<file path="config.mk">
export PLATFORM = sky130hd
export DESIGN_NAME = gamepad_stick_calibrate_normalize
export DESIGN_NICKNAME = d
export VERILOG_FILES = /design/src/sv/gscn_pkg.sv /design/src/sv/gscn_div.sv /design/src/sv/gamepad_stick_calibrate_normalize.sv
export SDC_FILE = /design/constraint.sdc
export NUM_CORES = 1
export LEC_CHECK = 0
export BUFFER_PORTS_ARGS = -buffer_cell sky130_fd_sc_hd__buf_2
export CAP_MARGIN = 20
export CORE_MARGIN = 2
export CORE_UTILIZATION = 50
export CTS_BUF_LIST = sky130_fd_sc_hd__clkbuf_8 sky130_fd_sc_hd__clkbuf_16
export DETAILED_ROUTE_END_ITERATION = 12
export PLACE_DENSITY = 0.68
export SLEW_MARGIN = 20
export SYNTH_ARGS = -nofsm -noshare
export SYNTH_HDL_FRONTEND = slang
export SYNTH_SLANG_ARGS = --single-unit
</file>
<file path="constraint.sdc">
create_clock -name clock -period 16.3 [get_ports clock]
set_input_delay 3.26 -clock clock [delete_from_list [all_inputs] [get_ports clock]]
set_output_delay 3.26 -clock clock [all_outputs]
set_load 0.1 [all_outputs]
</file>
<file path="src/sv/gscn_pkg.sv">
// shared types and constants for the gamepad stick calibrate/normalize block
package gscn_pkg;

   localparam int unsigned AXIS_W   = 12;
   localparam int unsigned BTN_W    = 21;
   localparam int unsigned RAW_W    = 32;
   localparam int unsigned SUM_W    = 17;
   localparam int unsigned CNT_W    = 5;
   localparam int unsigned DZ_W     = 11;
   localparam int unsigned QUO_W    = 24;
   localparam int unsigned DVS_W    = 11;
   localparam int unsigned NUM_AXES = 4;
   localparam int unsigned PADDR_W  = 3;

   localparam logic [AXIS_W-1:0]  AXIS_FULL        = 12'd4095;
   localparam logic [PADDR_W-1:0] CSR_ADDR_DEADZONE = 3'd0;

   typedef struct packed {
      logic [RAW_W-1:0]  raw_buttons;
      logic [AXIS_W-1:0] raw_left_x;
      logic [AXIS_W-1:0] raw_left_y;
      logic [AXIS_W-1:0] raw_right_x;
      logic [AXIS_W-1:0] raw_right_y;
   } req_word_type;

   typedef struct packed {
      logic [BTN_W-1:0]  gamepad_buttons;
      logic [AXIS_W-1:0] out_left_x;
      logic [AXIS_W-1:0] out_left_y;
      logic [AXIS_W-1:0] out_right_x;
      logic [AXIS_W-1:0] out_right_y;
      logic              is_calibrated;
   } rsp_word_type;

   typedef struct packed {
      logic              start;
      logic [QUO_W-1:0]  dividend;
      logic [DVS_W-1:0]  divisor;
   } div_req_type;

   typedef struct packed {
      logic              done;
      logic [QUO_W-1:0]  quotient;
   } div_rsp_type;

   typedef enum logic [2:0] {
      ST_IDLE,
      ST_CSTART,
      ST_CWAIT,
      ST_PREP,
      ST_NSTART,
      ST_NWAIT,
      ST_DONE
   } state_type;

   // raw bit index feeding each output button
   function automatic logic [BTN_W-1:0] remap_buttons(input logic [RAW_W-1:0] raw);
      logic [BTN_W-1:0] r;
      r = {raw[14], raw[25], raw[24], raw[13], raw[12], raw[18], raw[19], raw[16],
           raw[17], raw[10], raw[11], raw[9], raw[8], raw[7], raw[23], raw[6],
           raw[22], raw[1], raw[0], raw[3], raw[2]};
      return r;
   endfunction

endpackage

</file>
<file path="src/sv/gscn_div.sv">
// restoring divider, one quotient bit per cycle
module gscn_div (
   input  logic                     clock,
   input  logic                     reset,
   input  gscn_pkg::div_req_type    div_req,
   output gscn_pkg::div_rsp_type    div_rsp
);

   localparam int unsigned QW = gscn_pkg::QUO_W;
   localparam int unsigned VW = gscn_pkg::DVS_W;
   localparam int unsigned CW = $clog2(QW + 1);

   logic [QW-1:0] quo_ff, quo_in;
   logic [VW-1:0] rem_ff, rem_in;
   logic [VW-1:0] dvs_ff;
   logic [CW-1:0] cnt_ff, cnt_in;
   logic          busy_ff, busy_in;
   logic          done_ff, done_in;
   logic [VW:0]   trial;
   logic          fits;

   assign trial = {rem_ff, quo_ff[QW-1]};
   assign fits  = trial >= {1'b0, dvs_ff};

   always_comb begin
      quo_in  = quo_ff;
      rem_in  = rem_ff;
      cnt_in  = cnt_ff;
      busy_in = busy_ff;
      done_in = 1'b0;
      if (div_req.start) begin
         quo_in  = div_req.dividend;
         rem_in  = '0;
         cnt_in  = CW'(QW);
         busy_in = 1'b1;
      end else if (busy_ff) begin
         rem_in = fits ? VW'(trial - {1'b0, dvs_ff}) : trial[VW-1:0];
         quo_in = {quo_ff[QW-2:0], fits};
         cnt_in = cnt_ff - 1'b1;
         if (cnt_ff == CW'(1)) begin
            busy_in = 1'b0;
            done_in = 1'b1;
         end
      end
   end

   always_ff @(posedge clock) begin
      if (reset) begin
         busy_ff <= 1'b0;
         done_ff <= 1'b0;
         cnt_ff  <= '0;
      end else begin
         busy_ff <= busy_in;
         done_ff <= done_in;
         cnt_ff  <= cnt_in;
      end
      quo_ff <= quo_in;
      rem_ff <= rem_in;
      if (div_req.start) dvs_ff <= div_req.divisor;
   end

   assign div_rsp.done     = done_ff;
   assign div_rsp.quotient = quo_ff;

endmodule

</file>
<file path="src/sv/gamepad_stick_calibrate_normalize.sv">
// top level: stick centre calibration and axis normalization
// One word is taken at a time. A word seen before calibration completes goes straight to
// the output stage, and the input is free again in the same cycle that its result is valid. A
// calibrated word goes through prepare, start and the shared restoring divider, one quotient
// bit at a time, for each axis outside the deadzone. Each axis inside the deadzone takes
// only the prepare step. The word that completes calibration first computes the four
// centre means on the same divider.
// A new word is taken while the previous result still waits in the output register. The
// next result then waits until that one is taken.
module gamepad_stick_calibrate_normalize #(
   parameter int unsigned AXIS_CENTER       = 2048,
   parameter int unsigned PHYSICAL_RANGE    = 1600,
   parameter int unsigned CALIBRATION_COUNT = 20,
   parameter int unsigned CENTER_MAX_DELTA  = 256
) (
   input  logic                                clock,
   input  logic                                reset,
   input  logic                                req_valid,
   output logic                                req_stall,
   input  gscn_pkg::req_word_type              req_word,
   output logic                                rsp_valid,
   input  logic                                rsp_stall,
   output gscn_pkg::rsp_word_type              rsp_word,
   input  logic                                psel,
   input  logic                                penable,
   input  logic                                pwrite,
   input  logic [gscn_pkg::PADDR_W-1:0]        paddr,
   input  logic [31:0]                         pwdata,
   output logic [31:0]                         prdata,
   output logic                                pready
);

   localparam int unsigned AW = gscn_pkg::AXIS_W;
   localparam int unsigned NA = gscn_pkg::NUM_AXES;
   localparam logic [AW-1:0]  CTR   = AW'(AXIS_CENTER);
   localparam logic [AW:0]    DELTA = (AW + 1)'(CENTER_MAX_DELTA);
   localparam logic [gscn_pkg::DZ_W-1:0]  PRNG = gscn_pkg::DZ_W'(PHYSICAL_RANGE);
   localparam logic [gscn_pkg::CNT_W-1:0] NCAL = gscn_pkg::CNT_W'(CALIBRATION_COUNT);
   localparam logic [AW-1:0]  TGT_HI = gscn_pkg::AXIS_FULL - CTR;

   gscn_pkg::state_type state_ff, state_in;

   logic [gscn_pkg::DZ_W-1:0]  dz_ff;
   logic                       cal_ff;
   logic [gscn_pkg::CNT_W-1:0] cnt_ff;
   logic [gscn_pkg::SUM_W-1:0] sum_ff [NA];
   logic [AW-1:0]              ctr_ff [NA];
   logic [AW-1:0]              ax_ff  [NA];
   logic [AW-1:0]              res_ff [NA];
   logic [gscn_pkg::BTN_W-1:0] btn_ff;
   logic [1:0]                 idx_ff;
   logic                       neg_ff;
   logic [AW-1:0]              tgt_ff;
   logic [gscn_pkg::DZ_W-1:0]  usable_ff;
   logic [gscn_pkg::QUO_W-1:0] prod_ff;
   logic                       rsp_valid_ff;
   gscn_pkg::rsp_word_type     rsp_word_ff;

   gscn_pkg::div_req_type      div_req;
   gscn_pkg::div_rsp_type      div_rsp;

   logic                       accept;
   logic [gscn_pkg::BTN_W-1:0] btn_now;
   logic [AW-1:0]              ax_now [NA];
   logic                       ok;
   logic [gscn_pkg::CNT_W-1:0] cnt_next;
   logic                       cal_now;
   logic [gscn_pkg::DZ_W-1:0]  dz_eff;
   logic                       neg;
   logic [AW-1:0]              mag;
   logic                       in_dz;
   logic [gscn_pkg::QUO_W-1:0] scaled;
   logic                       out_free;

   gscn_div u_div (
      .clock   (clock),
      .reset   (reset),
      .div_req (div_req),
      .div_rsp (div_rsp)
   );

   assign pready = 1'b1;
   assign prdata = (paddr == gscn_pkg::CSR_ADDR_DEADZONE) ? {21'd0, dz_ff} : '0;

   assign accept    = req_valid && !req_stall;
   assign req_stall = state_ff != gscn_pkg::ST_IDLE;
   assign btn_now   = gscn_pkg::remap_buttons(req_word.raw_buttons);
   assign ax_now[0] = req_word.raw_left_x;
   assign ax_now[1] = req_word.raw_left_y;
   assign ax_now[2] = req_word.raw_right_x;
   assign ax_now[3] = req_word.raw_right_y;

   always_comb begin
      ok = btn_now == '0;
      for (int i = 0; i < NA; i++) begin
         if (((ax_now[i] >= CTR) ? {1'b0, ax_now[i] - CTR} : {1'b0, CTR - ax_now[i]})
             > DELTA) ok = 1'b0;
      end
   end

   assign cnt_next = cnt_ff + 1'b1;
   assign cal_now  = cal_ff || (ok && cnt_next >= NCAL && cnt_next != '0);

   // normalization of the axis under idx_ff
   assign dz_eff = (dz_ff >= PRNG) ? PRNG - 1'b1 : dz_ff;
   assign neg    = ax_ff[idx_ff] < ctr_ff[idx_ff];
   assign mag    = neg ? ctr_ff[idx_ff] - ax_ff[idx_ff] : ax_ff[idx_ff] - ctr_ff[idx_ff];
   assign in_dz  = mag <= AW'(dz_eff);
   assign scaled = (div_rsp.quotient > gscn_pkg::QUO_W'(tgt_ff))
                   ? gscn_pkg::QUO_W'(tgt_ff) : div_rsp.quotient;
   assign out_free = !rsp_valid_ff || !rsp_stall;

   always_comb begin
      state_in = state_ff;
      div_req.start    = 1'b0;
      div_req.dividend = prod_ff + gscn_pkg::QUO_W'(usable_ff >> 1);
      div_req.divisor  = usable_ff;
      unique case (state_ff)
         gscn_pkg::ST_IDLE: begin
            if (accept) begin
               if (cal_ff) state_in = gscn_pkg::ST_PREP;
               else if (cal_now) state_in = gscn_pkg::ST_CSTART;
               else state_in = gscn_pkg::ST_DONE;
            end
         end
         gscn_pkg::ST_CSTART: begin
            div_req.start    = 1'b1;
            div_req.dividend = gscn_pkg::QUO_W'(sum_ff[idx_ff]);
            div_req.divisor  = gscn_pkg::DVS_W'(cnt_ff);
            state_in = gscn_pkg::ST_CWAIT;
         end
         gscn_pkg::ST_CWAIT: begin
            if (div_rsp.done)
               state_in = (idx_ff == 2'd3) ? gscn_pkg::ST_PREP : gscn_pkg::ST_CSTART;
         end
         gscn_pkg::ST_PREP: begin
            if (in_dz) state_in = (idx_ff == 2'd3) ? gscn_pkg::ST_DONE : gscn_pkg::ST_PREP;
            else state_in = gscn_pkg::ST_NSTART;
         end
         gscn_pkg::ST_NSTART: begin
            div_req.start = 1'b1;
            state_in = gscn_pkg::ST_NWAIT;
         end
         gscn_pkg::ST_NWAIT: begin
            if (div_rsp.done)
               state_in = (idx_ff == 2'd3) ? gscn_pkg::ST_DONE : gscn_pkg::ST_PREP;
         end
         gscn_pkg::ST_DONE: begin
            if (out_free) state_in = gscn_pkg::ST_IDLE;
         end
         default: state_in = gscn_pkg::ST_IDLE;
      endcase
   end

   always_ff @(posedge clock) begin
      if (reset) begin
         state_ff     <= gscn_pkg::ST_IDLE;
         dz_ff        <= '0;
         cal_ff       <= 1'b0;
         cnt_ff       <= '0;
         rsp_valid_ff <= 1'b0;
         idx_ff       <= '0;
         for (int i = 0; i < NA; i++) begin
            sum_ff[i] <= '0;
            ctr_ff[i] <= CTR;
         end
      end else begin
         state_ff <= state_in;
         if (psel && penable && pwrite && pready && paddr == gscn_pkg::CSR_ADDR_DEADZONE)
            dz_ff <= pwdata[gscn_pkg::DZ_W-1:0];
         if (state_ff == gscn_pkg::ST_DONE && out_free) rsp_valid_ff <= 1'b1;
         else if (rsp_valid_ff && !rsp_stall) rsp_valid_ff <= 1'b0;
         unique case (state_ff)
            gscn_pkg::ST_IDLE: begin
               idx_ff <= '0;
               if (accept && !cal_ff) begin
                  if (ok) begin
                     cnt_ff <= cnt_next;
                     for (int i = 0; i < NA; i++)
                        sum_ff[i] <= sum_ff[i] + gscn_pkg::SUM_W'(ax_now[i]);
                  end else begin
                     cnt_ff <= '0;
                     for (int i = 0; i < NA; i++) sum_ff[i] <= '0;
                  end
                  cal_ff <= cal_now;
               end
            end
            gscn_pkg::ST_CWAIT: begin
               if (div_rsp.done) begin
                  ctr_ff[idx_ff] <= div_rsp.quotient[AW-1:0];
                  idx_ff <= idx_ff + 1'b1;
               end
            end
            gscn_pkg::ST_PREP: begin
               if (in_dz) idx_ff <= idx_ff + 1'b1;
            end
            gscn_pkg::ST_NWAIT: begin
               if (div_rsp.done) idx_ff <= idx_ff + 1'b1;
            end
            default: ;
         endcase
      end
      // payload
      if (state_ff == gscn_pkg::ST_IDLE && accept) begin
         btn_ff <= btn_now;
         for (int i = 0; i < NA; i++) begin
            ax_ff[i]  <= ax_now[i];
            res_ff[i] <= CTR;
         end
      end
      if (state_ff == gscn_pkg::ST_PREP) begin
         neg_ff    <= neg;
         tgt_ff    <= neg ? CTR : TGT_HI;
         usable_ff <= PRNG - dz_eff;
         prod_ff   <= gscn_pkg::QUO_W'(mag - AW'(dz_eff)) *
                      gscn_pkg::QUO_W'(neg ? CTR : TGT_HI);
         if (in_dz) res_ff[idx_ff] <= CTR;
      end
      if (state_ff == gscn_pkg::ST_NWAIT && div_rsp.done)
         res_ff[idx_ff] <= neg_ff ? CTR - scaled[AW-1:0] : CTR + scaled[AW-1:0];
      if (state_ff == gscn_pkg::ST_DONE && out_free) begin
         rsp_word_ff.gamepad_buttons <= btn_ff;
         rsp_word_ff.out_left_x      <= res_ff[0];
         rsp_word_ff.out_left_y      <= gscn_pkg::AXIS_FULL - res_ff[1];
         rsp_word_ff.out_right_x     <= res_ff[2];
         rsp_word_ff.out_right_y     <= gscn_pkg::AXIS_FULL - res_ff[3];
         rsp_word_ff.is_calibrated   <= cal_ff;
      end
   end

   assign rsp_valid = rsp_valid_ff;
   assign rsp_word  = rsp_word_ff;

endmodule

</file>
Yosys cells after proc, flatten, opt, wreduce, memory -nomap -nowiden. Memory sizes are Yosys's and may differ from the RTL's. A register that Yosys moved wholly into a read port is not among the register bits. Index checks and enable logic that the tools add are counted.

$add $sub $neg: 25. Multiply operators: 1. $lt $le $gt $ge: 14. Equality and inequality tests: 14. Mux-type cells: 86. Bitwise gates (word level): 10. Reductions and logical operators: 34.

Operator list (number): 12-bit 2-to-1 mux (12); 17-bit 2-to-1 mux (8); 12-bit subtractor (first input constant) (7); 17-bit by 12-bit adder with 17-bit output (4); 12-bit greater-or-equal comparator (second input constant) (4); 12-bit by 9-bit > comparator with 1-bit output (second input constant) (4); 24-bit 2-to-1 mux (2); 12-bit subtractor (second input constant) (4); 1-bit 2-to-1 mux (36); 35-bit 2-to-1 mux (1); 11-bit 2-to-1 mux (3); 24-bit by 10-bit adder with 24-bit output (1); 24-bit by 12-bit > comparator with 1-bit output (1); 13-bit by 13-bit multiplier with 24-bit output (1); 3-bit 2-to-1 mux (8); 12-bit OR reduction (2); 12-bit subtractor (2); 2-bit 2-to-1 mux (11); 21-bit zero test (1); 3-bit case mux with 7 select lines (1); 5-bit 2-to-1 mux (3); 12-bit by 11-bit subtractor with 13-bit output (1); 12-bit adder (first input constant) (1); 12-bit by 11-bit greater-or-equal comparator with 1-bit output (1); 31 further kinds (65).

Register bits after elaboration: 191. Bits in writable memories: 212. Input bits: 122. Output and inout port bits: 105. Word-level logic and storage cells: 211. Memories kept: 4.

Memory list: sum_ff (depth 4, width 17, read ports 5, clocked after Yosys merged registers in 1, wr ports 4, RTL line gamepad_stick_calibrate_normalize.sv:46) `logic [gscn_pkg::SUM_W-1:0] sum_ff [NA];`; ax_ff (depth 4, width 12, read ports 1, clocked after Yosys merged registers in 1, wr ports 4, RTL line gamepad_stick_calibrate_normalize.sv:48) `logic [AW-1:0] ax_ff [NA];`; ctr_ff (depth 4, width 12, read ports 1, clocked after Yosys merged registers in 1, wr ports 4, RTL line gamepad_stick_calibrate_normalize.sv:47) `logic [AW-1:0] ctr_ff [NA];`; res_ff (depth 4, width 12, read ports 4, clocked after Yosys merged registers in 2, wr ports 4, RTL line gamepad_stick_calibrate_normalize.sv:49) `logic [AW-1:0] res_ff [NA];`.

Logic depth before layout (Yosys ltp). Gate-level depths: netlist of the first run.

Word-level depth: 14. Mapped depth: 48.

Hierarchy. A second synthesis of the first run with hierarchy kept.

Cell total of the unflattened synthesis: 2468. Area total of the unflattened synthesis: 26469.1 um2.

Modules (own cells, without submodules): gamepad_stick_calibrate_normalize (instances 1, cells an instance 2233, area an instance 23720.2 um2, sequential area each 10369.9 um2); gscn_div (instances 1, cells an instance 235, area an instance 2748.9 um2, sequential area each 1411.4 um2).

Worst setup path before layout of the first run. No wires, ideal clock.

Path kind: reg2reg. From: register (tool-made name). To: register prod_ff[23] in the netlist's numbering (data pin). Setup time: 0.268 ns. Data arrival time: 10.412 ns. Required time: 16.032 ns. Slack: 5.620 ns. Cell stages (with the launch flop): 49. Path buffers: 8. Clock period less this slack: 10.680 ns. Path through: dfxtp_1 -> clkbuf_1 -> clkbuf_1 -> buf_1 -> mux4_2 -> inv_1 -> ha_1 -> inv_1 -> fa_1 -> a211oi_2 -> o211ai_1 -> a21o_1 -> buf_4 -> inv_2 -> buf_2 -> buf_2 -> buf_2 -> buf_1 -> [13 not listed] -> inv_1 -> fa_1 -> inv_1 -> fa_1 -> fa_1 -> inv_1 -> fa_1 -> inv_1 -> ha_1 -> nor4_1 -> o21ai_1 -> a31o_2 -> and4_1 -> a211oi_1 -> o31ai_1 -> a21o_1 -> a21oi_1 -> xnor3_1.

RTL lines: to (signal assigned) (RTL line gamepad_stick_calibrate_normalize.sv:215) `prod_ff <= gscn_pkg::QUO_W'(mag - AW'(dz_eff)) *`; to (decl) (RTL line gamepad_stick_calibrate_normalize.sv:55) `logic [gscn_pkg::QUO_W-1:0] prod_ff;`.

==> impl_metrics.tcl, run 1 <==
set metrics [dict create \
    run_status "finished, final reports clean" \
    place_inst 3255 \
    syn_inst 2455 \
    path_class "reg -> reg" \
    cp_top_family "adder cells" \
    drt_iter0_markers 1623 \
    path_buf_inv 9 \
    drv_cap 0 \
    whs_endpoint "rsp_word[65]" \
    area_delta_synth_final_pct 11.70 \
    row_count 83 \
    fillCellCount 4367 \
    tns_ns 0 \
    slowest_stage "nor3_1" \
    cts.path.max_buffers 3 \
    grt_max_degree 71 \
    wire_per_inst_um 19.56 \
    multi_input_area_um2 13090 \
    drc 0 \
    hp-class "reg -> reg" \
    end_kind "flip-flop" \
    drive_above_1_share 0.1279 \
    finalSetupViolations 0 \
    ys_seq_elements 418 \
    cp_max_fo 41 \
    critPathArrivalTime_ns 12.11 \
    drv_slew 0 \
    cp.required_ns 16.63 \
    firstDrtPassIters 5 \
    netlist_area_um2 26240 \
    core_um2 51610 \
    design.die.area_um2 54320 \
    ys_top_cells_by_area "edfxtp_1 (39%), ha_1 (8.1%), fa_1 (7.4%)" \
    cts_root_buf "clkbuf_16" \
    drtAntennaViolNets 0 \
    yosysTopAreaCell "edfxtp_1" \
    synth_top_cell_area_share 0.3903 \
    max_freq_mhz 84.85 \
    ys_warn_count 0 \
    port_buffers 172 \
    worst_pin_slew_ns 1.142 \
    gp_congestion 0.9053 \
    gr-usage-met1 0.3336 \
    period_needed_ns 11.79 \
    min_from "btn_ff[16]" \
    seqCellArea_um2 11780 \
    r2r_cells 39 \
    track_usage 0.2440 \
    fin_crit_sh 0.7231 \
    numCtsBuffers 45 \
    worstReg2RegEnd "prod_ff[23]" \
    fin_skew_ns 0.04433 \
    cts_tree "built" \
    synthArstFlopShare 0 \
    die_y_um 233.1 \
    top_usage_layer "met2" \
    dp_hpwl_mm 50.04 \
    most-common-layout-cells "edfxtp_1 (341), inv_1 (277), nand2_1 (199)" \
    synth.distinct_cells 87 \
    grt_pass1_vias 18740 \
    avgSynthCellArea_um2 10.69 \
    ys.flop_type "edfxtp_1" \
    initial_core_util 0.5083 \
    reg2reg_slack_ns 4.51 \
    finalHoldViolCount 0 \
    layout_commonest_cell "edfxtp_1" \
    cts_max_level 2 \
    final_cells 3340 \
    hold_buffers 0 \
    rsz0062_at_grt "no" \
    gr-usage-met2 0.4057 \
    cts_resized 0 \
    cts_setup_buffers 0 \
    io-pin-count 227 \
    cp-start-kind "flip-flop" \
    slew_headroom 0.2320 \
    ys_seq_area_frac 0.4491 \
    overflow 0 \
    fin_nets 3011 \
    vias 19060 \
    synth_edf_count 341 \
    wl_mm 65.34 \
    antenna_found_initial 1 \
    clkLatencyLatePin_ns 0.61 \
    clk_pin_slew_ns 0.06 \
    dieWidth_um 233.1 \
    grt_pass1_wl_mm 103.2 \
    whs_path_depth 0 \
    grt_use_met3 0.03906 \
    slowest_delay_ns 0.71 \
    via_per_inst 5.705 \
    cts.sinks 418 \
]
[registers in the layout (all words and copies together), names as in the netlist, 2 cells and up, named ones only]
signal        count
ctr_ff           48
btn_ff           21
ax_ff            48
cnt_ff            5
dz_ff            11
u_div.quo_ff     24
state_ff          3
usable_ff        11
sum_ff           68
res_ff           48
rsp_word         70
u_div.rem_ff     11
idx_ff            2
u_div.cnt_ff      5
prod_ff          24
u_div.dvs_ff     11
[logic make-up (layout without fill, tap and decap cells)]
group,after synthesis,count (layout),share of synthesized area
AO/OA/AOI/OAI,472,472,0.1148
buffers and inverters,367,545,0.05661
XOR/XNOR,118,118,0.04168
adder cells (fa/ha/maj),267,267,0.1551
multiplexers,63,63,0.04378
flip-flops,418,418,0.4491
AND/OR/NAND/NOR,748,748,0.1386
other,2,29,0.0002863
[layer usage]
layer,vias to the layer above,wire [um],part of all wire
li1,8990,-,-
met1,9303,28160,0.43
met2,629,31580,0.48
met3,131,4107,0.063
met4,2,1483,0.023
met5,-,9,0.00014
[Yosys cell counts (25+ instances only)]
library cell  count
edfxtp_1        341
inv_1           265
nand2_1         199
nor2_1          183
ha_1            170
a21oi_1         141
o21ai_0         116
fa_1             97
dfxtp_1          77
and2_1           72
nor3_1           64
xnor2_1          64
nand3_1          59
xor2_1           50
clkbuf_1         48
mux4_2           41
a21o_1           35
nor2b_1          26
or3_1            26
nand2b_1         25
[stage by stage]
step | hold slack [ns] | setup slack (ns) | cell area, um2 | util
floorplan | 0.4003 | 5.620 | 26330 | -
global placement | 0.4009 | 4.588 | 27740 | 0.5374
detailed placement | 0.4045 | 4.501 | 27740 | 0.5375
global route | 0.4206 | 3.799 | 29300 | 0.5677
CTS | 0.4188 | 4.405 | 29300 | 0.5676
finish | 0.4182 | 4.514 | 29300 | 0.5678
[final cells by class]
cell class	instances	area share
multi-input combinational	1696	0.4467
sequential	418	0.4021
clock buffer	47	0.03975
timing repair buffer	192	0.03450
inverter	269	0.03446
tap	680	0.02903
clock inverter	37	0.01332
antenna	1	0.00008539
[worst max path at each step]
stage	from	slack (ns)	cells past startpoint	endpoint
after CTS	flip-flop	4.40	41	prod_ff[23]
after global placement	flip-flop	4.59	40	prod_ff[23]
final	flip-flop	4.51	39	prod_ff[23]
after detailed placement	flip-flop	4.50	41	prod_ff[23]
after global routing	flip-flop	3.80	43	prod_ff[23]
after floorplan	flip-flop	5.62	48	prod_ff[23]
Power of run 1 is not shown: default switching activity piles up to over one toggle a cycle in this logic, so the estimate is an artifact.
==> run 2, diff against run 1 <==
PLACE_DENSITY = 0.7   (was 0.68)
clock period = 10.26 ns   (was 16.3 ns; I/O delays follow)
==> run 2 against run 1 <==
- sequential cell count unchanged
- setup slack worse by 4.0 ns
- critical path depth up 1
- final cell count up 1.7%
- die area unchanged
- clock skew up 0.0059 ns
- global-route usage up 0.14 points
- wire length up 0.37%
- register-to-register slack worse by 4.0 ns
==> impl_metrics.tcl, run 2 (synthesis results as in run 1) <==
set metrics [dict create \
    fin_skew_ns 0.05024 \
    drc 0 \
    grt_max_degree 72 \
    core_um2 51610 \
    critPathArrivalTime_ns 10.07 \
    clkLatencyLatePin_ns 0.61 \
    place_inst 3308 \
    final_cells 3397 \
    cts.sinks 418 \
    io-pin-count 227 \
    finalSetupViolations 0 \
    hold_buffers 0 \
    dp_hpwl_mm 50.88 \
    period_needed_ns 9.773 \
    top_usage_layer "met2" \
    layout_commonest_cell "edfxtp_1" \
    via_per_inst 5.668 \
    cts_tree "built" \
    wl_mm 65.58 \
    vias 19260 \
    clk_pin_slew_ns 0.06 \
    slowest_stage "mux4_2" \
    end_kind "flip-flop" \
    firstDrtPassIters 6 \
    drv_cap 0 \
    run_status "finished, final reports clean" \
    die_y_um 233.1 \
    cp-start-kind "flip-flop" \
    finalHoldViolCount 0 \
    gr-usage-met1 0.3328 \
    grt_pass1_vias 19170 \
    drive_above_1_share 0.1502 \
    track_usage 0.2454 \
    cp_top_family "adder cells" \
    drt_iter0_markers 1823 \
    grt_pass1_wl_mm 104.6 \
    largest_register_ffs 70 \
    max_freq_mhz 102.3 \
    grt_use_met3 0.03699 \
    hp-class "reg -> reg" \
    port_buffers 172 \
    gp_congestion 0.9742 \
    area_delta_synth_final_pct 13.42 \
    cts.path.max_buffers 3 \
    design.die.area_um2 54320 \
    path_common_cell "fa_1" \
    cts_root_buf "clkbuf_16" \
    fin_nets 3068 \
    cts_max_level 2 \
    slew_headroom 0.3106 \
    slowest_delay_ns 0.60 \
    fin_crit_sh 0.9525 \
    wire_per_inst_um 19.31 \
    numCtsBuffers 47 \
    cp_max_fo 12 \
    worst_pin_slew_ns 1.034 \
    path_buf_inv 8 \
    antennaDiodeCount 0 \
    initial_core_util 0.5083 \
    cp.required_ns 10.56 \
    antenna_found_initial 1 \
    drv_slew 0 \
    drtAntennaViolNets 0 \
    overflow 0 \
    dieWidth_um 233.1 \
    gr-usage-met2 0.4105 \
    path_class "reg -> reg" \
    row_count 83 \
    most-common-layout-cells "edfxtp_1 (341), inv_1 (276), nand2_1 (199)" \
]
## run 2: cell types whose count changed in the layout (fill, tap and decap cells not counted), sizes merged
cell      delta
buf         +55
clkbuf       +2
diode        -1
bufinv       -4
clkinv       +7
clkinvlp     -2
## run 2: layout make-up
cell class / count / area (um2)
clock buffer: 49 / 1204
clock inverter: 38 / 269.0
fill: 4269 / 21860
inverter: 269 / 1012
multi-input combinational: 1696 / 13180
sequential: 418 / 11790
tap: 680 / 850.8
timing repair buffer: 247 / 1455
## run 2: final timing paths
path	to	startpoint	cells past startpoint	slack [ns]
setup / recovery	prod_ff[23]	flip-flop	40	0.49
hold / removal	rsp_word[46]	res_ff[0][9]	0	0.42
setup reg to reg	prod_ff[23]	flip-flop	40	0.49
hold reg to reg	rsp_word[46]	res_ff[0][9]	0	0.42
## run 2: per-layer routing
layer	share of wire	wire length, um
met1	0.44	28710
met2	0.48	31370
met5	0.00020	13
met3	0.058	3817
met4	0.025	1672
## run 2: timing repair
action,4_1_cts,5_1_grt
buffers inserted,0,2
hold endpoints to repair,0,0
pin swaps,0,9
resized for setup,3,29
endpoints found under the setup margin,1,4
## run 2: stage by stage
step	worst slack, ns	hold WS [ns]	area, um2	setup TNS [ns]	util
2_1_floorplan	0.02902	0.4003	26340	0	-
3_3_place_gp	0.07440	0.4003	28130	0	0.5451
3_5_place_dp	-0.03150	0.4045	28130	-0.03150	0.5451
4_1_cts	0.02998	0.4183	29620	0	0.5739
5_1_grt	-0.02494	0.4259	29760	-0.02494	0.5765
6_report	0.4871	0.4173	29760	0	0.5765
Power of run 2 is left out for the same reason.
